<file path="config.mk">
export PLATFORM = sky130hd
export DESIGN_NAME = cyclic_async_buffer_manager
export DESIGN_NICKNAME = d
export VERILOG_FILES = /design/src/rtl/cabm_pkg.sv /design/src/rtl/cyclic_async_buffer_manager.sv /design/src/rtl/cabm_tables.sv
export SDC_FILE = /design/constraint.sdc
export NUM_CORES = 1
export LEC_CHECK = 0
export BUFFER_PORTS_ARGS = -buffer_cell sky130_fd_sc_hd__buf_2
export CORE_AREA = 5 5 111 113
export CTS_BUF_LIST = sky130_fd_sc_hd__clkbuf_8
export CTS_CLUSTER_DIAMETER = 30
export DETAILED_ROUTE_END_ITERATION = 8
export DIE_AREA = 0 0 116 118
export GPL_TIMING_DRIVEN = 0
export PLACE_DENSITY = 0.76
export SLEW_MARGIN = 5
export SYNTH_ARGS = -nofsm -noshare
export SYNTH_HDL_FRONTEND = slang
export SYNTH_SLANG_ARGS = --single-unit
export TNS_END_PERCENT = 1
</file>
<file path="constraint.sdc">
create_clock -name clk_i -period 5.6 [get_ports clk_i]
set_input_delay 0.84 -clock clk_i [delete_from_list [all_inputs] [get_ports clk_i]]
set_output_delay 0.84 -clock clk_i [all_outputs]
set_load 0.01 [all_outputs]
</file>
<file path="src/rtl/cabm_pkg.sv">
// Shared types and constants of the cyclic asynchronous buffer manager.
`timescale 1ns / 1ps

package cabm_pkg;

  // Buffer pool size and the index width that the stream fields carry.
  localparam int unsigned NumBuffers  = 8;
  localparam int unsigned IdxW        = 3;
  // Width of the free entry count, which must hold NumBuffers itself.
  localparam int unsigned FreeCntW    = $clog2(NumBuffers + 1);
  // Default width of each reader use count.
  localparam int unsigned CountWidth  = 8;

  localparam int unsigned CmdW        = 2;
  localparam int unsigned StatusW     = 2;
  localparam int unsigned InDataW     = 8;
  localparam int unsigned OutDataW    = 8;

  typedef logic [IdxW-1:0] idx_t;

  // Command codes of an input word.
  typedef enum logic [CmdW-1:0] {
    CMD_RESERVE = 2'd0,
    CMD_PUT     = 2'd1,
    CMD_GET     = 2'd2,
    CMD_RELEASE = 2'd3
  } cmd_e;

  // Status codes of a result word.
  typedef enum logic [StatusW-1:0] {
    ST_OK        = 2'd0,
    ST_EMPTY     = 2'd1,
    ST_UNDERFLOW = 2'd2,
    ST_OVERFLOW  = 2'd3
  } status_e;

  // Read and write control from the command logic to the table memories.
  typedef struct packed {
    logic rd_en;
    idx_t link_raddr;
    idx_t cnt_raddr;
    logic link_we;
    idx_t link_waddr;
    idx_t link_wdata;
    logic cnt_we;
    idx_t cnt_waddr;
  } tbl_ctrl_t;

endpackage

</file>
<file path="src/rtl/cyclic_async_buffer_manager.sv">
// Top level of the cyclic asynchronous buffer manager.
`timescale 1ns / 1ps

// Hands out buffer indices for a cyclic asynchronous buffer of eight buffers.
// Each input word carries a command (reserve, put, get, release) and a buffer
// index; each command returns exactly one result word with the index handed
// out and a status code. After reset buffers 0 to 6 are free and buffer 7 is
// the most recent message. A command first reads the link table and the
// reader count memories, then modifies and writes back the entry and loads
// the result into the output register. A word is accepted only after the last
// command finishes, which needs a free output register. A new word may be
// accepted while the previous result still waits.
module cyclic_async_buffer_manager #(
  parameter int unsigned COUNT_WIDTH = cabm_pkg::CountWidth
) (
  input  logic                           clk_i,
  input  logic                           rst_ni,
  input  logic                           s_axis_tvalid,
  output logic                           s_axis_tready,
  // Fields from bit 0 up: cmd [1:0], buf_index [4:2], zero fill [7:5].
  input  logic [cabm_pkg::InDataW-1:0]   s_axis_tdata,
  output logic                           m_axis_tvalid,
  input  logic                           m_axis_tready,
  // Fields from bit 0 up: result_index [2:0], status [4:3], zero fill [7:5].
  output logic [cabm_pkg::OutDataW-1:0]  m_axis_tdata
);

  localparam logic [cabm_pkg::FreeCntW-1:0] FreeFull =
    cabm_pkg::FreeCntW'(cabm_pkg::NumBuffers);
  localparam logic [cabm_pkg::FreeCntW-1:0] FreeInit =
    cabm_pkg::FreeCntW'(cabm_pkg::NumBuffers - 1);
  localparam cabm_pkg::idx_t RecentInit = cabm_pkg::IdxW'(cabm_pkg::NumBuffers - 1);

  logic                           busy_q, busy_d;
  cabm_pkg::cmd_e                 cmd_q;
  cabm_pkg::idx_t                 idx_q;
  cabm_pkg::idx_t                 free_head_q, free_head_d;
  logic [cabm_pkg::FreeCntW-1:0]  free_cnt_q, free_cnt_d;
  cabm_pkg::idx_t                 recent_q, recent_d;
  logic                           out_valid_q, out_valid_d;
  cabm_pkg::idx_t                 out_idx_q, out_idx_d;
  cabm_pkg::status_e              out_status_q, out_status_d;

  cabm_pkg::tbl_ctrl_t            ctrl;
  logic [COUNT_WIDTH-1:0]         cnt_wdata;
  cabm_pkg::idx_t                 link_rdata;
  logic [COUNT_WIDTH-1:0]         cnt_rdata;

  logic                           in_fire;
  logic                           finish;
  cabm_pkg::cmd_e                 in_cmd;
  cabm_pkg::idx_t                 in_idx;
  logic                           push_en;
  cabm_pkg::idx_t                 push_idx;

  assign in_cmd = cabm_pkg::cmd_e'(s_axis_tdata[1:0]);
  assign in_idx = s_axis_tdata[4:2];

  // One command in flight; its result needs a free output register.
  assign s_axis_tready = !busy_q;
  assign in_fire       = s_axis_tvalid && s_axis_tready;
  assign finish        = busy_q && (!out_valid_q || m_axis_tready);

  cabm_tables #(
    .COUNT_WIDTH (COUNT_WIDTH)
  ) u_tables (
    .clk_i        (clk_i),
    .rst_ni       (rst_ni),
    .ctrl_i       (ctrl),
    .cnt_wdata_i  (cnt_wdata),
    .link_rdata_o (link_rdata),
    .cnt_rdata_o  (cnt_rdata)
  );

  // Command execution: read data arrives in the cycle after acceptance.
  always_comb begin
    busy_d       = busy_q;
    free_head_d  = free_head_q;
    free_cnt_d   = free_cnt_q;
    recent_d     = recent_q;
    out_valid_d  = out_valid_q;
    out_idx_d    = out_idx_q;
    out_status_d = out_status_q;
    push_en      = 1'b0;
    push_idx     = recent_q;
    cnt_wdata    = cnt_rdata;

    ctrl            = '0;
    ctrl.rd_en      = in_fire;
    ctrl.link_raddr = free_head_q;
    ctrl.cnt_raddr  = (in_cmd == cabm_pkg::CMD_RELEASE) ? in_idx : recent_q;
    ctrl.cnt_waddr  = recent_q;

    if (m_axis_tready) begin
      out_valid_d = 1'b0;
    end
    if (in_fire) begin
      busy_d = 1'b1;
    end

    if (finish) begin
      busy_d       = 1'b0;
      out_valid_d  = 1'b1;
      out_idx_d    = '0;
      out_status_d = cabm_pkg::ST_OK;
      case (cmd_q)
        cabm_pkg::CMD_RESERVE: begin
          if (free_cnt_q == '0) begin
            out_status_d = cabm_pkg::ST_EMPTY;
          end else begin
            out_idx_d   = free_head_q;
            free_head_d = link_rdata;
            free_cnt_d  = free_cnt_q - 1'b1;
          end
        end
        cabm_pkg::CMD_PUT: begin
          push_en  = (cnt_rdata == '0);
          push_idx = recent_q;
          recent_d = idx_q;
        end
        cabm_pkg::CMD_GET: begin
          if (cnt_rdata == '1) begin
            out_status_d = cabm_pkg::ST_OVERFLOW;
          end else begin
            ctrl.cnt_we    = 1'b1;
            ctrl.cnt_waddr = recent_q;
            cnt_wdata      = cnt_rdata + 1'b1;
            out_idx_d      = recent_q;
          end
        end
        cabm_pkg::CMD_RELEASE: begin
          if (cnt_rdata == '0) begin
            out_status_d = cabm_pkg::ST_UNDERFLOW;
          end else begin
            ctrl.cnt_we    = 1'b1;
            ctrl.cnt_waddr = idx_q;
            cnt_wdata      = cnt_rdata - 1'b1;
            push_en        = (cnt_rdata == COUNT_WIDTH'(1)) && (idx_q != recent_q);
            push_idx       = idx_q;
          end
        end
        default: begin
          out_status_d = cabm_pkg::ST_OK;
        end
      endcase

      // Push onto the free list head unless the list already holds every buffer.
      if (push_en && (free_cnt_q < FreeFull)) begin
        ctrl.link_we    = 1'b1;
        ctrl.link_waddr = push_idx;
        ctrl.link_wdata = free_head_q;
        free_head_d     = push_idx;
        free_cnt_d      = free_cnt_q + 1'b1;
      end
    end
  end

  // Control state.
  always_ff @(posedge clk_i or negedge rst_ni) begin
    if (!rst_ni) begin
      busy_q      <= 1'b0;
      free_head_q <= '0;
      free_cnt_q  <= FreeInit;
      recent_q    <= RecentInit;
      out_valid_q <= 1'b0;
    end else begin
      busy_q      <= busy_d;
      free_head_q <= free_head_d;
      free_cnt_q  <= free_cnt_d;
      recent_q    <= recent_d;
      out_valid_q <= out_valid_d;
    end
  end

  // Payload registers.
  always_ff @(posedge clk_i) begin
    if (in_fire) begin
      cmd_q <= in_cmd;
      idx_q <= in_idx;
    end
    out_idx_q    <= out_idx_d;
    out_status_q <= out_status_d;
  end

  assign m_axis_tvalid = out_valid_q;
  assign m_axis_tdata  = {3'b000, out_status_q, out_idx_q};

`ifndef ASSERT_OFF
  // The free list never counts more entries than there are buffers.
  a_free_cnt_bound: assert property (@(posedge clk_i) disable iff (!rst_ni)
    free_cnt_q <= FreeFull)
    else $error("free list count exceeds the buffer pool");

  // An accepted word is held for execution in the next cycle.
  a_accept_busy: assert property (@(posedge clk_i) disable iff (!rst_ni)
    in_fire |=> busy_q)
    else $error("accepted word not taken into execution");

  // A finished command always leaves a result in the output register.
  a_finish_out: assert property (@(posedge clk_i) disable iff (!rst_ni)
    finish |=> (out_valid_q && !busy_q))
    else $error("finished command produced no result word");

  // A successful reserve hands out the old free head.
  a_reserve_head: assert property (@(posedge clk_i) disable iff (!rst_ni)
    (finish && (cmd_q == cabm_pkg::CMD_RESERVE) && (free_cnt_q != '0))
      |=> (out_idx_q == $past(free_head_q)) && (free_cnt_q == $past(free_cnt_q) - 1'b1))
    else $error("reserve did not pop the free list head");
`endif

endmodule

</file>
<file path="src/rtl/cabm_tables.sv">
// Link table and reader count memories with reset-value tracking.
`timescale 1ns / 1ps

module cabm_tables #(
  parameter int unsigned COUNT_WIDTH = cabm_pkg::CountWidth
) (
  input  logic                    clk_i,
  input  logic                    rst_ni,
  input  cabm_pkg::tbl_ctrl_t     ctrl_i,
  input  logic [COUNT_WIDTH-1:0]  cnt_wdata_i,
  output cabm_pkg::idx_t          link_rdata_o,
  output logic [COUNT_WIDTH-1:0]  cnt_rdata_o
);

  // Storage without reset; the valid bits stand in for the reset contents.
  cabm_pkg::idx_t           link_mem [cabm_pkg::NumBuffers];
  logic [COUNT_WIDTH-1:0]   cnt_mem  [cabm_pkg::NumBuffers];

  logic [cabm_pkg::NumBuffers-1:0] link_vld_q, link_vld_d;
  logic [cabm_pkg::NumBuffers-1:0] cnt_vld_q, cnt_vld_d;

  cabm_pkg::idx_t           link_raw_q;
  logic [COUNT_WIDTH-1:0]   cnt_raw_q;
  logic                     link_rvld_q;
  logic                     cnt_rvld_q;
  cabm_pkg::idx_t           link_raddr_q;

  // Memory write and registered read ports.
  always_ff @(posedge clk_i) begin
    if (ctrl_i.link_we) begin
      link_mem[ctrl_i.link_waddr] <= ctrl_i.link_wdata;
    end
    if (ctrl_i.cnt_we) begin
      cnt_mem[ctrl_i.cnt_waddr] <= cnt_wdata_i;
    end
    if (ctrl_i.rd_en) begin
      link_raw_q   <= link_mem[ctrl_i.link_raddr];
      cnt_raw_q    <= cnt_mem[ctrl_i.cnt_raddr];
      link_raddr_q <= ctrl_i.link_raddr;
    end
  end

  // Valid bits are set by the first write to an entry.
  always_comb begin
    link_vld_d = link_vld_q;
    cnt_vld_d  = cnt_vld_q;
    if (ctrl_i.link_we) begin
      link_vld_d[ctrl_i.link_waddr] = 1'b1;
    end
    if (ctrl_i.cnt_we) begin
      cnt_vld_d[ctrl_i.cnt_waddr] = 1'b1;
    end
  end

  always_ff @(posedge clk_i or negedge rst_ni) begin
    if (!rst_ni) begin
      link_vld_q  <= '0;
      cnt_vld_q   <= '0;
      link_rvld_q <= 1'b0;
      cnt_rvld_q  <= 1'b0;
    end else begin
      link_vld_q <= link_vld_d;
      cnt_vld_q  <= cnt_vld_d;
      if (ctrl_i.rd_en) begin
        link_rvld_q <= link_vld_q[ctrl_i.link_raddr];
        cnt_rvld_q  <= cnt_vld_q[ctrl_i.cnt_raddr];
      end
    end
  end

  // An unwritten link entry reads as the next index; an unwritten count as zero.
  assign link_rdata_o = link_rvld_q ? link_raw_q : cabm_pkg::IdxW'(link_raddr_q + 1'b1);
  assign cnt_rdata_o  = cnt_rvld_q ? cnt_raw_q : '0;

endmodule
</file>
### Word-level counts from Yosys, hierarchy flattened

Memory sizes are Yosys's and may differ from the RTL's. A register that Yosys moved wholly into a read port is not among the register bits.
Cells that the tools add are included.
Widths: inputs -> output; s select.

* add/subtract/negate cells: 5
* multiply operators: 0
* divide/modulo/power cells: 0
* $lt $le $gt $ge: 7
* equality and inequality tests: 8
* shift-type cells: 0
* muxes and demuxes: 46
* bitwise operators: 2
* reductions and logical operators: 17

Operator list (count)
* $mux 8: 4
* $mux 3: 9
* $mux 4: 5
* $lt 3x4->1 const B: 4
* $or 8x8->8: 2
* $pmux 8 s2: 1
* $mux 1: 15
* $mux 11: 1
* $add 8x1->8 const B: 1
* $eq 8x1->1 const B: 1
* $eq 8x8->1 const B: 1
* $logic_not 8->1: 1
* $pmux 4 s2: 1
* $sub 8x1->8 const B: 1
* $mux 7: 1
* $bmux 1 s3: 2
* $demux 1 s3: 2
* $eq 2x2->1 const B: 3
* $ge 3x1->1 const B: 2
* $logic_and 1x1->1: 6
* $pmux 2 s3: 1
* $pmux 3 s2: 1
* $reduce_bool 2->1: 3
* $add 4x1->4 const B: 1
* other kinds (14): 16

* bits in registers: 43
* bits in latches: 0
* memory bits (writable): 88
* memory bits (read-only): 0
* bits of input ports: 12
* output and inout port bits: 10
* logic and storage cells: 101
* memories kept: 2

Memory list
* u_tables.cnt_mem: words 8, bits a word 8, rd ports 1, clocked after memory_dff 1, write ports 1, line cabm_tables.sv:17 `logic [COUNT_WIDTH-1:0] cnt_mem [cabm_pkg::NumBuffers];`
* u_tables.link_mem: words 8, bits a word 3, rd ports 1, clocked after memory_dff 1, write ports 1, line cabm_tables.sv:16 `cabm_pkg::idx_t link_mem [cabm_pkg::NumBuffers];`

### Logic depth before layout (Yosys ltp)

* depth after elaboration: 14
* depth in mapped cells: 13
* mapped depth without buffers: 12

### By module

A second synthesis with hierarchy kept.

* cell total of the unflattened synthesis: 418
* area, all modules: 6452.4 um^2

Modules (own cells, without submodules)
* cabm_tables: instances 1, cells an instance 231, area each 4692.0 um^2
* cyclic_async_buffer_manager: instances 1, cells an instance 187, area each 1760.4 um^2

### Least setup slack after synthesis

OpenSTA, ideal clock, no wires.

* kind: input to register
* start: input s_axis_tdata[0] (netlist name)
* end: register u_tables.cnt_raw_q[0] (read register of u_tables.cnt_mem), data pin
* setup time: 0.260 ns
* data arrival time: 2.627 ns
* data required time: 5.340 ns
* path slack: 2.713 ns
* stages on the path: 5
* path buffers: 1
* cells stage by stage: nand2_1 -> mux2i_4 -> buf_2 -> mux4_2 -> mux2_2

* longest elaborated chain between the ends: 2

Ends and longest elaborated chain
* from (decl): line cyclic_async_buffer_manager.sv:21 `input logic [cabm_pkg::InDataW-1:0] s_axis_tdata,`
* $eq 2x2->1: line cyclic_async_buffer_manager.sv:91 `ctrl.cnt_raddr = (in_cmd == cabm_pkg::CMD_RELEASE) ? in_idx : recent_q;`
* $mux 3: line cyclic_async_buffer_manager.sv:91
* to (decl): line cabm_tables.sv:23 `logic [COUNT_WIDTH-1:0] cnt_raw_q;`

Every way passes these cells.
A chain may end at the register's enable or synchronous reset.

### Worst setup path after layout

* start: register u_tables.cnt_rvld_q
* end: memory u_tables.cnt_mem[1][4] (netlist name), enable pin

* longest elaborated chain between the ends: 7
* elaborated cells between the ends (all ways): 9
* those cells by class: 1 x eq/ne; 7 x mux; 1 x reduce/logical

Ends and longest elaborated chain
* from (decl): line cabm_tables.sv:25 `logic cnt_rvld_q;`
* from (signal assigned): line cabm_tables.sv:66 `cnt_rvld_q <= cnt_vld_q[ctrl_i.cnt_raddr];`
* $mux 8 *: line cabm_tables.sv:73 `assign cnt_rdata_o = cnt_rvld_q ? cnt_raw_q : '0;`
* $eq 8x8->1 or $logic_not 8->1 (tied branches): line cyclic_async_buffer_manager.sv:122, cyclic_async_buffer_manager.sv:132
* $mux 4, on equally long branches: line cyclic_async_buffer_manager.sv:122, cyclic_async_buffer_manager.sv:132
* $pmux 4 s2 *: line cyclic_async_buffer_manager.sv:106 `case (cmd_q)`
* $mux 11 *: line cyclic_async_buffer_manager.sv:101 `if (finish) begin`
* $mux 1: line cabm_tables.sv:33 `if (ctrl_i.cnt_we) begin`
* $mux 1 (implied by the code): line cabm_tables.sv:34 `cnt_mem[ctrl_i.cnt_waddr] <= cnt_wdata_i;`
* to (decl): line cabm_tables.sv:17

Every way passes the cells marked *; elsewhere a longest branch is shown, timed or not.

==> results by group <==
Power and ir drop
  • Net Switching: 1230 uW
  • Internal: 2210 uW
  • Leakage power: 0.00255 uW
  • Combinational Power Share: 33.5%
  • Seq pwr share: 44.6%
  • Sw Ratio: 35.7%
  • Worst VDD drop: 250 uV
  • Cell Pwr Density: 483 nW/um2
  • Clock share of power: 21.9%

Yosys
  • Synthesized area: 6500 um2
  • Post-Synth Adder-Cell Area: 1.46%
  • Syn Inst Count: 435
  • Synth Area in Compound Gates: 10.2%
  • Synth warnings: 0
  • Leading area contributor after synthesis: edfxtp_1
  • Top cells by count, synth: 112 x edfxtp_1, 26 x mux4_2, 24 x dfrtp_1, 24 x nor2_1, 23 x nand2_1
  • Xor/xnor share of the synthesized area: 0.808%
  • Largest family of logic cells by synthesized area: multiplexers
  • Average cell area after synthesis: 14.9 um2
  • EDFF count, synth: 112
  • Primary FF master, synth: edfxtp_1
  • Post-synth top area share: 51.7%
  • Mux cell area share after synthesis: 13.3%
  • Netlist cell types: 65
  • Count leader, synth: edfxtp_1
  • Post-Synth Simple-Gate Area: 8.04%
  • Post-synthesis sequential area ratio: 63.4%
  • Flops & latches, synth: 142
  • Synth top area cells: edfxtp_1 52%, dfrtp_1 9.2%, mux4_2 9.0%
  • Async set-or-reset flop fraction in the synthesized netlist: 21.1%

Clock network
  • Root Driver: clkbuf_8
  • Worst skew pair latency: 0.45 ns
  • Total CTS buffers: 17
  • Post-CTS setup buffer count: 0
  • Num Clock Sinks: 142
  • Max clock buf depth: 2
  • H-tree levels: 4
  • Post-CTS Hold Buffers: 0
  • Post-CTS sizing: 0
  • CTS tree: yes
  • Reg clk slew, reported paths: 0.09 ns

Flow run
  • Max Cap Violations: 0

Global route
  • Total track usage: 21.3%
  • Largest net degree at the start of global routing: 31
  • Vias in the first global route: 3950
  • GRT Residual Overflow: 0
  • Initial antenna violation count: 0
  • First-pass GRT wire length: 21.5 mm

Route
  • Pre-antenna DRT Iters: 5
  • Vias/cell: 6.24
  • DRC viols: 0
  • First DRT Iteration DRCs: 528
  • Total wire length: 13.7 mm
  • Antenna Nets Post-Route: 0
  • Routed len/inst: 21.8 um
  • Total number of vias: 3915

Timing
  • Fin. Hold Viols: 0
  • Final TNS setup: 0 ns
  • Count of endpoints failing setup in the final report: 0
  • Layout Skew: 0.0137 ns
  • Final Max Slew Viols: 0
  • Crit share post-route: 63.9%
  • RSZ-0062 raised after global routing: false
  • Period minus WS final: 3.58 ns
  • Slew headroom: 23.3%
  • Worst-margin pin slew: 1.15 ns
  • Highest clock rate: 279 MHz

Floorplan
  • Die height: 118 um
  • Initial core utilization: 57.9%
  • Die area: 13700 um2
  • Die width: 116 um
  • Boundary Pins: 22
  • Core area: 11200 um2
  • Row Count: 39

Min path
  • Worst min path class: input pin to asynchronous set/reset pin

Placement
  • Buffers added on ports: 15
  • Gpl congestion: 0.949
  • Placed Cells: 595
  • Detailed-placement wirelength estimate: 9.47 mm

Setup path
  • CP Data Arrival Time: 3.64 ns
  • Crit end category: flop
  • Worst-path fanout max: 10
  • Required @ worst endpoint: 5.66 ns
  • Startpoint Class: flop
  • CP Class: flop to flop

Layout
  • Antenna diode count: 0
  • Final core occ: 63.5%
  • Layout cells sized above 1: 22.9%
  • Area Growth Syn to Fin: 9.58%
  • Nets@finish: 490
  • Non-filler instance count after layout: 627

Run status
  • Status: finished, final reports clean
[path summary, 6_finish.rpt]
check | endpoint | slack (ns) | cells after the start | startpoint
max reg2reg | u_tables.cnt_mem[1][4] | 2.02 | 8 | u_tables.cnt_rvld_q
min in group clk_i | u_tables.link_raddr_q[2] | 0.46 | 0 | free_head_q[2]
min reg2reg | u_tables.link_raddr_q[2] | 0.46 | 0 | free_head_q[2]
min | busy_q | 0.42 | 1 | rst_ni
max in group asynchronous | u_tables.link_vld_q[2] | 4.73 | 1 | rst_ni
max | u_tables.cnt_mem[1][4] | 2.02 | 8 | u_tables.cnt_rvld_q
[sequential cells by signal, summed over array words and instances, names as in the netlist, 2 cells and up]
register               count
cmd_q                      2
free_cnt_q                 4
free_head_q                3
idx_q                      3
out_idx_q                  3
out_status_q               2
recent_q                   3
u_tables.cnt_mem          64
u_tables.cnt_raw_q         8
u_tables.cnt_vld_q         8
u_tables.link_mem         24
u_tables.link_raddr_q      3
u_tables.link_raw_q        3
u_tables.link_vld_q        8
[power groups by stage]
stage          clock network, uW  logic [uW]  registers (uW)
3_5_place_dp                   0        1150            1560
2_1_floorplan                  0         846            1520
6_report                     753        1150            1540
3_3_place_gp                   0        1110            1540
4_1_cts                      765        1150            1530
5_1_grt                      813        1260            1550
[stage by stage]
step | hold WS (ns) | power (uW) | area, um2 | setup slack, ns
floorplan | 0.423 | 2370 | 6510 | 2.71
global placement | 0.439 | 2650 | 6760 | 1.95
detailed placement | 0.443 | 2710 | 6760 | 1.87
CTS | 0.424 | 3450 | 7130 | 2.04
global route | 0.458 | 3630 | 7130 | 1.83
finish | 0.425 | 3440 | 7130 | 2.02
[cell families (layout without fill, tap and decap cells)]
family,count (synthesis),after routing
flip-flops,142,142
AND/OR/NAND/NOR,102,102
AO/OA/AOI/OAI,88,88
multiplexers,50,50
buffers and inverters,39,86
adder cells (fa/ha/maj),7,7
XOR/XNOR,6,6
other,1,3
[cells in the final DEF (no fill, tap or decap), types with 5 or more instances in the layout]
cell type  count
mux2i_1        6
nand2_1       23
and3_1         7
nand3_1       14
xor2_1         6
a31oi_1        8
o21ai_1        6
mux2_2        13
buf_2         17
clkbuf_8      17
a21oi_1       13
nor2_1        24
edfxtp_1     112
inv_1         12
o21ai_0       10
mux4_2        26
clkbuf_1      17
o21bai_1       8
inv_8          6
o22ai_1        5
dfrtp_1       24
dfstp_2        6
ha_1           6
[per-layer routing]
layer / share of wire [%] / vias to the layer above / global-route usage (%)
li1: - / 1781 / -
met1: 43 / 1936 / 29.4
met2: 49 / 177 / 33.5
met3: 6.8 / 21 / 4.63
met4: 1.6 / 0 / 7.25
met5: 0 / - / 0
[critical path, cell delays in order, from the launching register on]
cell	delay, ns
dfrtp_1	0.42
clkbuf_1	0.25
nand2_1	0.22
inv_1	0.09
ha_1	0.27
and3_1	0.27
a31oi_1	0.43
a22oi_1	0.31
a21oi_1	0.95
[area by class of cell]
type                            count  area (um2)
Clock inverter                     15         128
Clock buffer                       17         234
Inverter                           13        48.8
Sequential cell                   142        4120
Multi-Input combinational cell    256        2210
Buffer                             26         134
Fill cell                         826        4100
Timing Repair Buffer               15        75.1
Tap cell                          143         179
(Power assumes the default switching activity.)
